## config.mk

```make
export PLATFORM = sky130hd
export DESIGN_NAME = websocket_binary_frame_encoder_top
export DESIGN_NICKNAME = d
export VERILOG_FILES = /design/src/sv/wsfe_pkg.sv /design/src/sv/websocket_binary_frame_encoder_top.sv
export SDC_FILE = /design/constraint.sdc
export NUM_CORES = 1
export LEC_CHECK = 0
export BUFFER_PORTS_ARGS = -buffer_cell sky130_fd_sc_hd__buf_2
export CAP_MARGIN = 30
export CORE_UTILIZATION = 52
export CTS_BUF_LIST = sky130_fd_sc_hd__clkbuf_8
export DETAILED_ROUTE_END_ITERATION = 8
export PLACE_DENSITY = 0.78
export SYNTH_ARGS = -nofsm -noshare
export SYNTH_HDL_FRONTEND = slang
export SYNTH_SLANG_ARGS = --single-unit
```

## constraint.sdc

```tcl
create_clock -name clock -period 7.7 [get_ports clock]
set_clock_uncertainty 0.15 [all_clocks]
set_input_delay 1.54 -clock clock [delete_from_list [all_inputs] [get_ports clock]]
set_output_delay 1.54 -clock clock [all_outputs]
set_load 0.005 [all_outputs]
```

## src/sv/wsfe_pkg.sv

```systemverilog
`timescale 1ns / 1ps
// Package for the websocket binary frame encoder: header constants,
// length-encoding kinds, and the key byte, length classification and header byte functions.
// No dependencies.
package wsfe_pkg;

   localparam logic [7:0]  HDR_FIN_BINARY = 8'h82;
   localparam logic [7:0]  HDR_MASK_BIT   = 8'h80;
   localparam logic [6:0]  LEN_CODE16     = 7'd126;
   localparam logic [6:0]  LEN_CODE64     = 7'd127;
   localparam logic [31:0] LEN_MAX16      = 32'h0000_FFFF;
   localparam logic [31:0] LEN_MIN16      = 32'd126;

   // Byte index of the final header byte for each length encoding
   localparam logic [3:0]  LAST_IDX_SHORT = 4'd5;
   localparam logic [3:0]  LAST_IDX_16    = 4'd7;
   localparam logic [3:0]  LAST_IDX_64    = 4'd13;

   localparam logic [0:0]  ACT_START  = 1'b0;
   localparam logic [0:0]  ACT_DATA   = 1'b1;

   typedef enum logic [1:0] {
      LEN_SHORT = 2'd0,
      LEN_EXT16 = 2'd1,
      LEN_EXT64 = 2'd2
   } len_kind_type;

   // Pick one key byte; position 0 is bits 31..24
   function automatic logic [7:0] key_byte(input logic [31:0] key, input logic [1:0] pos);
      logic [7:0] b;
      unique case (pos)
         2'd0:    b = key[31:24];
         2'd1:    b = key[23:16];
         2'd2:    b = key[15:8];
         default: b = key[7:0];
      endcase
      return b;
   endfunction

   // Classify a payload length into its header encoding
   function automatic len_kind_type len_kind(input logic [31:0] len);
      len_kind_type k;
      priority if (len < LEN_MIN16) begin
         k = LEN_SHORT;
      end else if (len <= LEN_MAX16) begin
         k = LEN_EXT16;
      end else begin
         k = LEN_EXT64;
      end
      return k;
   endfunction

   function automatic logic [3:0] last_idx(input len_kind_type kind);
      logic [3:0] n;
      unique case (kind)
         LEN_SHORT: n = LAST_IDX_SHORT;
         LEN_EXT16: n = LAST_IDX_16;
         default:   n = LAST_IDX_64;
      endcase
      return n;
   endfunction

   // Header byte at a given index of the header run
   function automatic logic [7:0] hdr_byte(input len_kind_type kind, input logic [3:0] idx,
                                           input logic [31:0] len, input logic [31:0] key);
      logic [7:0] b;
      logic [3:0] rel;
      b   = 8'h00;
      rel = 4'd0;
      if (idx == 4'd0) begin
         b = HDR_FIN_BINARY;
      end else begin
         unique case (kind)
            LEN_SHORT: begin
               if (idx == 4'd1) begin
                  b = HDR_MASK_BIT | {1'b0, len[6:0]};
               end else begin
                  rel = idx - 4'd2;
                  b   = key_byte(key, rel[1:0]);
               end
            end
            LEN_EXT16: begin
               priority if (idx == 4'd1) begin
                  b = HDR_MASK_BIT | {1'b0, LEN_CODE16};
               end else if (idx == 4'd2) begin
                  b = len[15:8];
               end else if (idx == 4'd3) begin
                  b = len[7:0];
               end else begin
                  rel = idx - 4'd4;
                  b   = key_byte(key, rel[1:0]);
               end
            end
            default: begin
               priority if (idx == 4'd1) begin
                  b = HDR_MASK_BIT | {1'b0, LEN_CODE64};
               end else if (idx < 4'd6) begin
                  b = 8'h00;
               end else if (idx == 4'd6) begin
                  b = len[31:24];
               end else if (idx == 4'd7) begin
                  b = len[23:16];
               end else if (idx == 4'd8) begin
                  b = len[15:8];
               end else if (idx == 4'd9) begin
                  b = len[7:0];
               end else begin
                  rel = idx - 4'd10;
                  b   = key_byte(key, rel[1:0]);
               end
            end
         endcase
      end
      return b;
   endfunction

endpackage

```

## src/sv/websocket_binary_frame_encoder_top.sv

```systemverilog
`timescale 1ns / 1ps
// Websocket binary frame encoder: a payload beat gives one masked byte, a start beat gives
// a 6, 8 or 14 byte header run, one byte per cycle while the result side does not stall.
// First result passes through the work register, then the result register.
// Throughput: one payload beat per cycle unless the output stalls; a start beat holds the input for its run length.
// Reset (synchronous, active high) clears frame state and empties both registers.
// Depends on wsfe_pkg.
module websocket_binary_frame_encoder_top (
   input  logic        clock,
   input  logic        reset,
   input  logic        req_valid,
   output logic        req_stall,
   input  logic        req_action,
   input  logic [31:0] req_payload_length,
   input  logic [31:0] req_mask_key,
   input  logic [7:0]  req_data_byte,
   output logic        rsp_valid,
   input  logic        rsp_stall,
   output logic [7:0]  rsp_out_byte,
   output logic        rsp_last_of_run,
   output logic        rsp_end_of_frame,
   output logic        rsp_sequence_error
);

   // Frame state
   logic [31:0] held_key_ff, held_key_in;
   logic [31:0] bytes_left_ff, bytes_left_in;
   logic [1:0]  key_pos_ff, key_pos_in;
   logic        frame_open_ff, frame_open_in;

   // Work register: the beat whose results are being emitted
   logic                  wrk_valid_ff, wrk_valid_in;
   logic                  wrk_start_ff, wrk_start_in;
   wsfe_pkg::len_kind_type wrk_kind_ff, wrk_kind_in;
   logic [31:0]           wrk_len_ff, wrk_len_in;
   logic [31:0]           wrk_key_ff, wrk_key_in;
   logic [7:0]            wrk_byte_ff, wrk_byte_in;
   logic                  wrk_eof_ff, wrk_eof_in;
   logic                  wrk_err_ff, wrk_err_in;
   logic [3:0]            wrk_idx_ff, wrk_idx_in;

   // Result register
   logic       rsp_valid_ff, rsp_valid_in;
   logic [7:0] rsp_byte_ff, rsp_byte_in;
   logic       rsp_last_ff, rsp_last_in;
   logic       rsp_eof_ff, rsp_eof_in;
   logic       rsp_err_ff, rsp_err_in;

   logic       out_load;
   logic       wrk_last;
   logic       emit;
   logic       accept;
   logic [7:0] cur_byte;
   logic       cur_eof;
   logic [31:0] left_dec;

   // Current result from the work register
   always_comb begin
      out_load = !rsp_valid_ff || !rsp_stall;
      wrk_last = !wrk_start_ff || (wrk_idx_ff == wsfe_pkg::last_idx(wrk_kind_ff));
      emit     = wrk_valid_ff && out_load;
      if (wrk_start_ff) begin
         cur_byte = wsfe_pkg::hdr_byte(wrk_kind_ff, wrk_idx_ff, wrk_len_ff, wrk_key_ff);
         cur_eof  = wrk_last && (wrk_len_ff == 32'd0);
      end else begin
         cur_byte = wrk_byte_ff;
         cur_eof  = wrk_eof_ff;
      end
   end

   // Take a new beat when the work register is empty or empties this cycle
   assign req_stall = wrk_valid_ff && !(emit && wrk_last);
   assign accept    = req_valid && !req_stall;
   assign left_dec  = bytes_left_ff - 32'd1;

   // Load the work register and advance the frame state on accept
   always_comb begin
      held_key_in   = held_key_ff;
      bytes_left_in = bytes_left_ff;
      key_pos_in    = key_pos_ff;
      frame_open_in = frame_open_ff;

      wrk_valid_in = wrk_valid_ff;
      wrk_start_in = wrk_start_ff;
      wrk_kind_in  = wrk_kind_ff;
      wrk_len_in   = wrk_len_ff;
      wrk_key_in   = wrk_key_ff;
      wrk_byte_in  = wrk_byte_ff;
      wrk_eof_in   = wrk_eof_ff;
      wrk_err_in   = wrk_err_ff;
      wrk_idx_in   = wrk_idx_ff;

      if (emit) begin
         wrk_idx_in = wrk_idx_ff + 4'd1;
         if (wrk_last) begin
            wrk_valid_in = 1'b0;
         end
      end

      if (accept) begin
         wrk_valid_in = 1'b1;
         wrk_idx_in   = 4'd0;
         wrk_len_in   = req_payload_length;
         wrk_key_in   = req_mask_key;
         wrk_kind_in  = wsfe_pkg::len_kind(req_payload_length);
         if (req_action == wsfe_pkg::ACT_START) begin
            wrk_start_in  = 1'b1;
            wrk_err_in    = frame_open_ff;
            wrk_byte_in   = 8'h00;
            wrk_eof_in    = 1'b0;
            held_key_in   = req_mask_key;
            bytes_left_in = req_payload_length;
            key_pos_in    = 2'd0;
            frame_open_in = (req_payload_length != 32'd0);
         end else if (!frame_open_ff) begin
            // Payload with no open frame: flag it, leave state alone
            wrk_start_in = 1'b0;
            wrk_err_in   = 1'b1;
            wrk_byte_in  = 8'h00;
            wrk_eof_in   = 1'b0;
         end else begin
            wrk_start_in  = 1'b0;
            wrk_err_in    = 1'b0;
            wrk_byte_in   = req_data_byte ^ wsfe_pkg::key_byte(held_key_ff, key_pos_ff);
            wrk_eof_in    = (left_dec == 32'd0);
            key_pos_in    = key_pos_ff + 2'd1;
            bytes_left_in = left_dec;
            frame_open_in = (left_dec != 32'd0);
         end
      end
   end

   // Result register: load when empty or drained
   always_comb begin
      rsp_valid_in = rsp_valid_ff;
      rsp_byte_in  = rsp_byte_ff;
      rsp_last_in  = rsp_last_ff;
      rsp_eof_in   = rsp_eof_ff;
      rsp_err_in   = rsp_err_ff;
      if (out_load) begin
         rsp_valid_in = wrk_valid_ff;
         rsp_byte_in  = cur_byte;
         rsp_last_in  = wrk_last;
         rsp_eof_in   = cur_eof;
         rsp_err_in   = wrk_err_ff;
      end
   end

   // Control registers
   always_ff @(posedge clock) begin
      if (reset) begin
         held_key_ff   <= 32'd0;
         bytes_left_ff <= 32'd0;
         key_pos_ff    <= 2'd0;
         frame_open_ff <= 1'b0;
         wrk_valid_ff  <= 1'b0;
         rsp_valid_ff  <= 1'b0;
      end else begin
         held_key_ff   <= held_key_in;
         bytes_left_ff <= bytes_left_in;
         key_pos_ff    <= key_pos_in;
         frame_open_ff <= frame_open_in;
         wrk_valid_ff  <= wrk_valid_in;
         rsp_valid_ff  <= rsp_valid_in;
      end
   end

   // Payload registers
   always_ff @(posedge clock) begin
      wrk_start_ff <= wrk_start_in;
      wrk_kind_ff  <= wrk_kind_in;
      wrk_len_ff   <= wrk_len_in;
      wrk_key_ff   <= wrk_key_in;
      wrk_byte_ff  <= wrk_byte_in;
      wrk_eof_ff   <= wrk_eof_in;
      wrk_err_ff   <= wrk_err_in;
      wrk_idx_ff   <= wrk_idx_in;
      rsp_byte_ff  <= rsp_byte_in;
      rsp_last_ff  <= rsp_last_in;
      rsp_eof_ff   <= rsp_eof_in;
      rsp_err_ff   <= rsp_err_in;
   end

   assign rsp_valid          = rsp_valid_ff;
   assign rsp_out_byte       = rsp_byte_ff;
   assign rsp_last_of_run    = rsp_last_ff;
   assign rsp_end_of_frame   = rsp_eof_ff;
   assign rsp_sequence_error = rsp_err_ff;

endmodule

```

After elaboration in Yosys (flattened, before gate mapping)
Cells that the tools add are included.
Widths: inputs -> output; s select.
{"block": "classes", "addsub": 6, "n_lt_le_gt_ge": 3, "eq_ne": 18, "n_mux": 35, "n_bitwise": 2, "n_reduce_logical": 28}
{"cell": "$mux 8", "n": 15}
{"cell": "$pmux 8 s3", "n": 4}
{"cell": "$logic_not 32->1", "n": 2}
{"cell": "$mux 32", "n": 2}
{"cell": "$reduce_bool 32->1", "n": 2}
{"cell": "$le 32x16->1 const B", "n": 1}
{"cell": "$lt 32x7->1 const B", "n": 1}
{"cell": "$sub 32x1->32 const B", "n": 1}
{"cell": "$pmux 8 s2", "n": 1}
{"cell": "$eq 2x1->1 const B", "n": 5}
{"cell": "$logic_not 2->1", "n": 5}
{"cell": "$mux 1", "n": 9}
{"cell": "$eq 2x2->1 const B", "n": 4}
{"cell": "$eq 4x2->1 const B", "n": 2}
{"cell": "$eq 4x3->1 const B", "n": 2}
{"cell": "$eq 4x4->1 const B", "n": 2}
{"cell": "$pmux 4 s2", "n": 1}
{"cell": "$reduce_and 2->1", "n": 4}
{"cell": "$xor 8x8->8", "n": 1}
{"cell": "$mux 2", "n": 3}
{"cell": "$logic_and 1x1->1", "n": 5}
{"cell": "$logic_not 1->1", "n": 5}
{"cell": "$add 4x1->4 const B", "n": 1}
{"cell": "$eq 4x1->1 const B", "n": 1}
{"cell": "other kinds (10)", "n": 13}
{"block": "word_totals", "reg_bits": 161, "input_bits": 77, "out_inout_bits": 13}

Longest topological paths before layout
{"block": "logic_depth", "word_depth": 12, "mapped_depth": 11, "ltp_nobuf": 9}

Worst setup path before layout
OpenSTA, ideal clock, no wires.
{"block": "synth_timing", "path_type": "input to register", "startpoint": "input rsp_stall", "endpoint": "register held_key_ff[19]", "setup_time_ps": 133, "arrival_time_ps": 6028, "required_time_ps": 7417, "setup_slack_ps": 1389, "cell_stages": 6, "path_buffers": 1, "cell_sequence": "and3_1 a211oi_2 nand2_1 clkbuf_1 nand2_1 a21oi_1"}
{"block": "synth_between", "elab_chain_len": 9}
{"element": "start: declaration", "line": "websocket_binary_frame_encoder_top.sv:18", "rtl": "input logic rsp_stall,"}
{"element": "$logic_not 1->1", "line": "websocket_binary_frame_encoder_top.sv:59", "rtl": "out_load = !rsp_valid_ff || !rsp_stall;"}
{"element": "$logic_or 1x1->1", "line": "websocket_binary_frame_encoder_top.sv:59"}
{"element": "$logic_and 1x1->1", "line": "websocket_binary_frame_encoder_top.sv:61", "rtl": "emit = wrk_valid_ff && out_load;"}
{"element": "$logic_and 1x1->1", "line": "websocket_binary_frame_encoder_top.sv:72", "rtl": "assign req_stall = wrk_valid_ff && !(emit && wrk_last);"}
{"element": "$logic_not 1->1", "line": "websocket_binary_frame_encoder_top.sv:72"}
{"element": "$logic_and 1x1->1", "line": "websocket_binary_frame_encoder_top.sv:72"}
{"element": "$logic_not 1->1", "line": "websocket_binary_frame_encoder_top.sv:73", "rtl": "assign accept = req_valid && !req_stall;"}
{"element": "$logic_and 1x1->1", "line": "websocket_binary_frame_encoder_top.sv:73"}
{"element": "via accept", "line": "websocket_binary_frame_encoder_top.sv:52", "rtl": "logic accept;"}
{"element": "$reduce_and 2->1 (no line)"}
{"element": "end signal: assignment", "line": "websocket_binary_frame_encoder_top.sv:159", "rtl": "held_key_ff <= held_key_in;"}
{"element": "end: declaration", "line": "websocket_binary_frame_encoder_top.sv:26", "rtl": "logic [31:0] held_key_ff, held_key_in;"}
The timed path passes the listed nets, and every way through them passes these cells.
A chain may end at the register's enable or synchronous reset.

Worst setup path in the final report
{"block": "layout_timing", "startpoint": "register wrk_kind_ff[1]", "endpoint": "output req_stall"}
{"block": "layout_between", "elab_chain_len": 7, "word_cells_on_any_way": 8}
{"element": "start: declaration", "line": "websocket_binary_frame_encoder_top.sv:34", "rtl": "wsfe_pkg::len_kind_type wrk_kind_ff, wrk_kind_in;"}
{"element": "start signal: assignment", "line": "websocket_binary_frame_encoder_top.sv:171", "rtl": "wrk_kind_ff <= wrk_kind_in;"}
{"element": "$eq 2x1->1 or $logic_not 2->1 (tied branches)"}
{"element": "$pmux 4 s2 *", "line": "wsfe_pkg.sv:55", "rtl": "unique case (kind)"}
{"element": "$eq 4x4->1 *", "line": "websocket_binary_frame_encoder_top.sv:60", "rtl": "wrk_last = !wrk_start_ff || (wrk_idx_ff == wsfe_pkg::last_idx(wrk_kind_ff));"}
{"element": "$logic_or 1x1->1 *", "line": "websocket_binary_frame_encoder_top.sv:60"}
{"element": "$logic_and 1x1->1 *", "line": "websocket_binary_frame_encoder_top.sv:72"}
{"element": "$logic_not 1->1 *", "line": "websocket_binary_frame_encoder_top.sv:72"}
{"element": "$logic_and 1x1->1 *", "line": "websocket_binary_frame_encoder_top.sv:72"}
{"element": "end: declaration", "line": "websocket_binary_frame_encoder_top.sv:12", "rtl": "output logic req_stall,"}
Mark *: on every way between the ends. The rest lies on a longest branch, timed or not.

==> flow_summary_export.csv <==
group,metric,value,unit
status,run_status,"finished, final reports clean",
global_routing,grtUsageMet3,0.0574,
sta,rsz0062_at_grt,"no",
layout,n_antenna_cell,0,
floorplan,dieArea,16500,sq um
clock_tree,cts_tree,"built",
clock_tree,post_cts_buffers,0,
min_path,hold_class,"flip-flop to flip-flop",
setup_path,start_kind,"flip-flop",
routing,viasPerCell,6.33,
synth,ys_seq_elements,161,
routing,final_antenna_net_count,0,
run,maxCapViolCount,0,
placement,place.gp.congestion,0.976,
setup_path,reg2reg_slack,4.52,ns
setup_path,cp_max_fo,11,
sta,worst_slew_pin_slew,0.959,ns
placement,place_hpwl,16600,um
routing,drt_iter0_drc,1239,
sta,max-slew-margin-rel,0.360,
setup_path,end_kind,"output port",
setup_path,crit_required,6.01,ns
clock_tree,cts_max_level,4,
synth,ys_seq_area_frac,0.493,
clock_tree,clock_latency,0.45,ns
clock_tree,root_buffer,"clkbuf_8",
synth,synthesis.nets,979,
sta,timing.hold.ws,0.274,ns
floorplan,chipHeight,129,um
power_and_ir_drop,power.internal,1510,uW
power_and_ir_drop,p_leak,0.00334,uW
placement,portBuffers,89,
global_routing,grt.overflow.total,0,
power_and_ir_drop,p_sw,629,uW
synth,netlist_area,8330,sq um
floorplan,die_w,129,um
synth,yosys.cell_types.count,77,
synth,synthFlopType,"edfxtp_1",
layout,final_common_cell,"nand2_1",
power_and_ir_drop,clockPowerShare,0.321,
sta,setup-violations-final,0,
clock_tree,cts_num_sinks,161,
power_and_ir_drop,pwr-share-seq,0.476,
setup_path,arrival,2.35,ns
clock_tree,hold_buffers,0,
layout,drive_above_1_share,0.153,
clock_tree,cts_buffer_depth,2,
floorplan,start_util,0.540,
synth,synth-edff-count,88,
synth,yosysWarningCount,0,
routing,dr.pass1.iters,8,
placement,placed_area,8830,sq um
clock_tree,clk_pin_slew,0.08,ns
layout,final_cells,1167,
power_and_ir_drop,ir_drop,0.151,mV
sta,finalCritPeriodShare,0.524,
layout,area_growth,11.3,%
sta,fin_setup_tns,0,ns
global_routing,grt_max_degree,81,
global_routing,busiest_layer,"met2",
sta,fmax,0.248,GHz
global_routing,grt_pass1_vias,6499,
power_and_ir_drop,p_sw_frac,0.294,
sta,post-route-min-period,4.04,ns
synth,async_reset_ff_frac,0,
setup_path,crit_type,"flip-flop to output port",
floorplan,core,15400,sq um
synth,syn_area_per_cell,9.38,sq um
synth,syn_inst,888,
floorplan,ios,90,
routing,drt-total-wl,23500,um
clock_tree,cts_resized,0,
power_and_ir_drop,p_per_area,231,nW/um^2
power_and_ir_drop,combinationalPowerShare,0.203,
sta,drv_slew,0,
global_routing,grtUsageTotal,0.289,
clock_tree,cts_made_buffers,17,
layout,post-route-cell-area,9270,sq um
power_and_ir_drop,p_total,2140,uW
routing,vias,7383,
global_routing,gr-usage-met1,0.401,
global_routing,grt_pass1_wl,35900,um
global_routing,antenna_found_initial,0,
placement,dp.cells,1135,
routing,wl_per_cell,20.2,um
layout,layout_common_cells,"156 x nand2_1, 89 x buf_2, 88 x edfxtp_1",
global_routing,use_met2,0.445,
sta,hold_viol_final,0,
floorplan,fp-row-count,45,
routing,drc,0,
layout,nNetsFinal,1034,
-- logic make-up (layout without fill, tap and decap cells) --
| family | count (synthesis) | count (layout) | synth area share |
|---|---|---|---|
| DFF | 161 | 161 | 0.493 |
| adders and majority gates | 14 | 14 | 0.0210 |
| muxes | 6 | 6 | 0.00751 |
| buffers and inverters | 80 | 148 | 0.0466 |
| and+or+nand+nor | 346 | 346 | 0.200 |
| AOI/OAI and AO/OA | 266 | 266 | 0.217 |
| xor gates and xnor gates | 15 | 15 | 0.0158 |
-- through the flow --
stage	utilization	worst slack [ns]
floorplan	-	1.39
global placement	0.569	3.72
detailed placement	0.573	3.69
CTS	0.601	3.68
global route	0.601	3.55
finish	0.601	3.66
-- worst max-delay path: stages (launching register included) --
cell and delay [ns]:
edfxtp_1 0.60, nand2b_1 0.29, nor3_1 0.09, o211ai_2 0.48, a21o_1 0.29, buf_2 0.15
-- worst paths after layout --
path	startpoint	end	depth (start not counted)
worst min-delay path	wrk_err_ff	rsp_sequence_error	0
worst max-delay path	wrk_kind_ff[1]	req_stall	5
worst max register to register	wrk_idx_ff[1]	rsp_out_byte[7]	7
worst min register to register	wrk_err_ff	rsp_sequence_error	0
-- state kept, by name (all words and copies together), names as in the netlist --
| name | count |
|---|---|
| bytes_left_ff | 32 |
| wrk_err_ff | 1 |
| wrk_valid_ff | 1 |
| rsp_out_byte | 8 |
| wrk_key_ff | 32 |
| frame_open_ff | 1 |
| wrk_kind_ff | 2 |
| rsp_sequence_error | 1 |
| wrk_byte_ff | 8 |
| wrk_eof_ff | 1 |
| rsp_end_of_frame | 1 |
| wrk_len_ff | 32 |
| key_pos_ff | 2 |
| rsp_last_of_run | 1 |
| rsp_valid | 1 |
| held_key_ff | 32 |
| wrk_start_ff | 1 |
| wrk_idx_ff | 4 |
-- layer usage --
| layer | wire length [um] | up-vias |
|---|---|---|
| met4 | 719 | 0 |
| met2 | 10700 | 426 |
| li1 | - | 3450 |
| met1 | 9970 | 3451 |
| met3 | 2140 | 56 |
| met5 | 0 | - |
-- cell type report --
type | instances | area, sq um
timing repair buffer | 96 | 538
sequential | 161 | 4100
tap | 211 | 264
clock inverter | 12 | 163
clock buffer | 20 | 275
fill | 1332 | 6160
multi-input combinational | 647 | 3850
inverter | 20 | 75.1
-- Yosys cell counts (3+ instances only) --
cell / count / area share
nand2_1: 156 / 0.070
o32ai_1: 5 / 0.0053
o2bb2ai_1: 4 / 0.0042
a211o_1: 6 / 0.0063
or3_1: 8 / 0.0060
ha_1: 14 / 0.021
nor2_1: 63 / 0.028
or3_2: 3 / 0.0027
or4_1: 4 / 0.0036
o21ai_1: 11 / 0.0066
nor3_1: 18 / 0.011
nand3_1: 16 / 0.0096
a22oi_1: 9 / 0.0081
a21oi_1: 74 / 0.044
nand2b_1: 4 / 0.0030
o211ai_1: 7 / 0.0063
xnor2_1: 12 / 0.013
a31oi_1: 3 / 0.0023
clkbuf_1: 39 / 0.018
mux2i_1: 4 / 0.0048
buf_2: 10 / 0.0060
nor2b_1: 14 / 0.011
inv_1: 19 / 0.0086
a221oi_1: 11 / 0.012
a222oi_1: 24 / 0.029
a211oi_1: 15 / 0.014
a22o_1: 7 / 0.0074
o22ai_1: 9 / 0.0068
and2_1: 4 / 0.0030
a2bb2oi_1: 3 / 0.0032
nor4_1: 23 / 0.017
nand4_1: 8 / 0.0060
o31ai_1: 4 / 0.0036
buf_6: 8 / 0.011
edfxtp_1: 88 / 0.32
xor2_1: 3 / 0.0032
dfxtp_1: 73 / 0.18
o21ai_0: 53 / 0.032
-- power groups by stage --
| stage | sequential, uW | combinational, uW | clock, uW |
|---|---|---|---|
| after CTS | 1020 | 427 | 692 |
| after floorplan | 1020 | 310 | 0 |
| after detailed placement | 1040 | 423 | 0 |
| after global placement | 1030 | 415 | 0 |
| after global routing | 1020 | 474 | 721 |
| final | 1020 | 435 | 687 |
No activity file was read; power rests on OpenSTA's default activity.
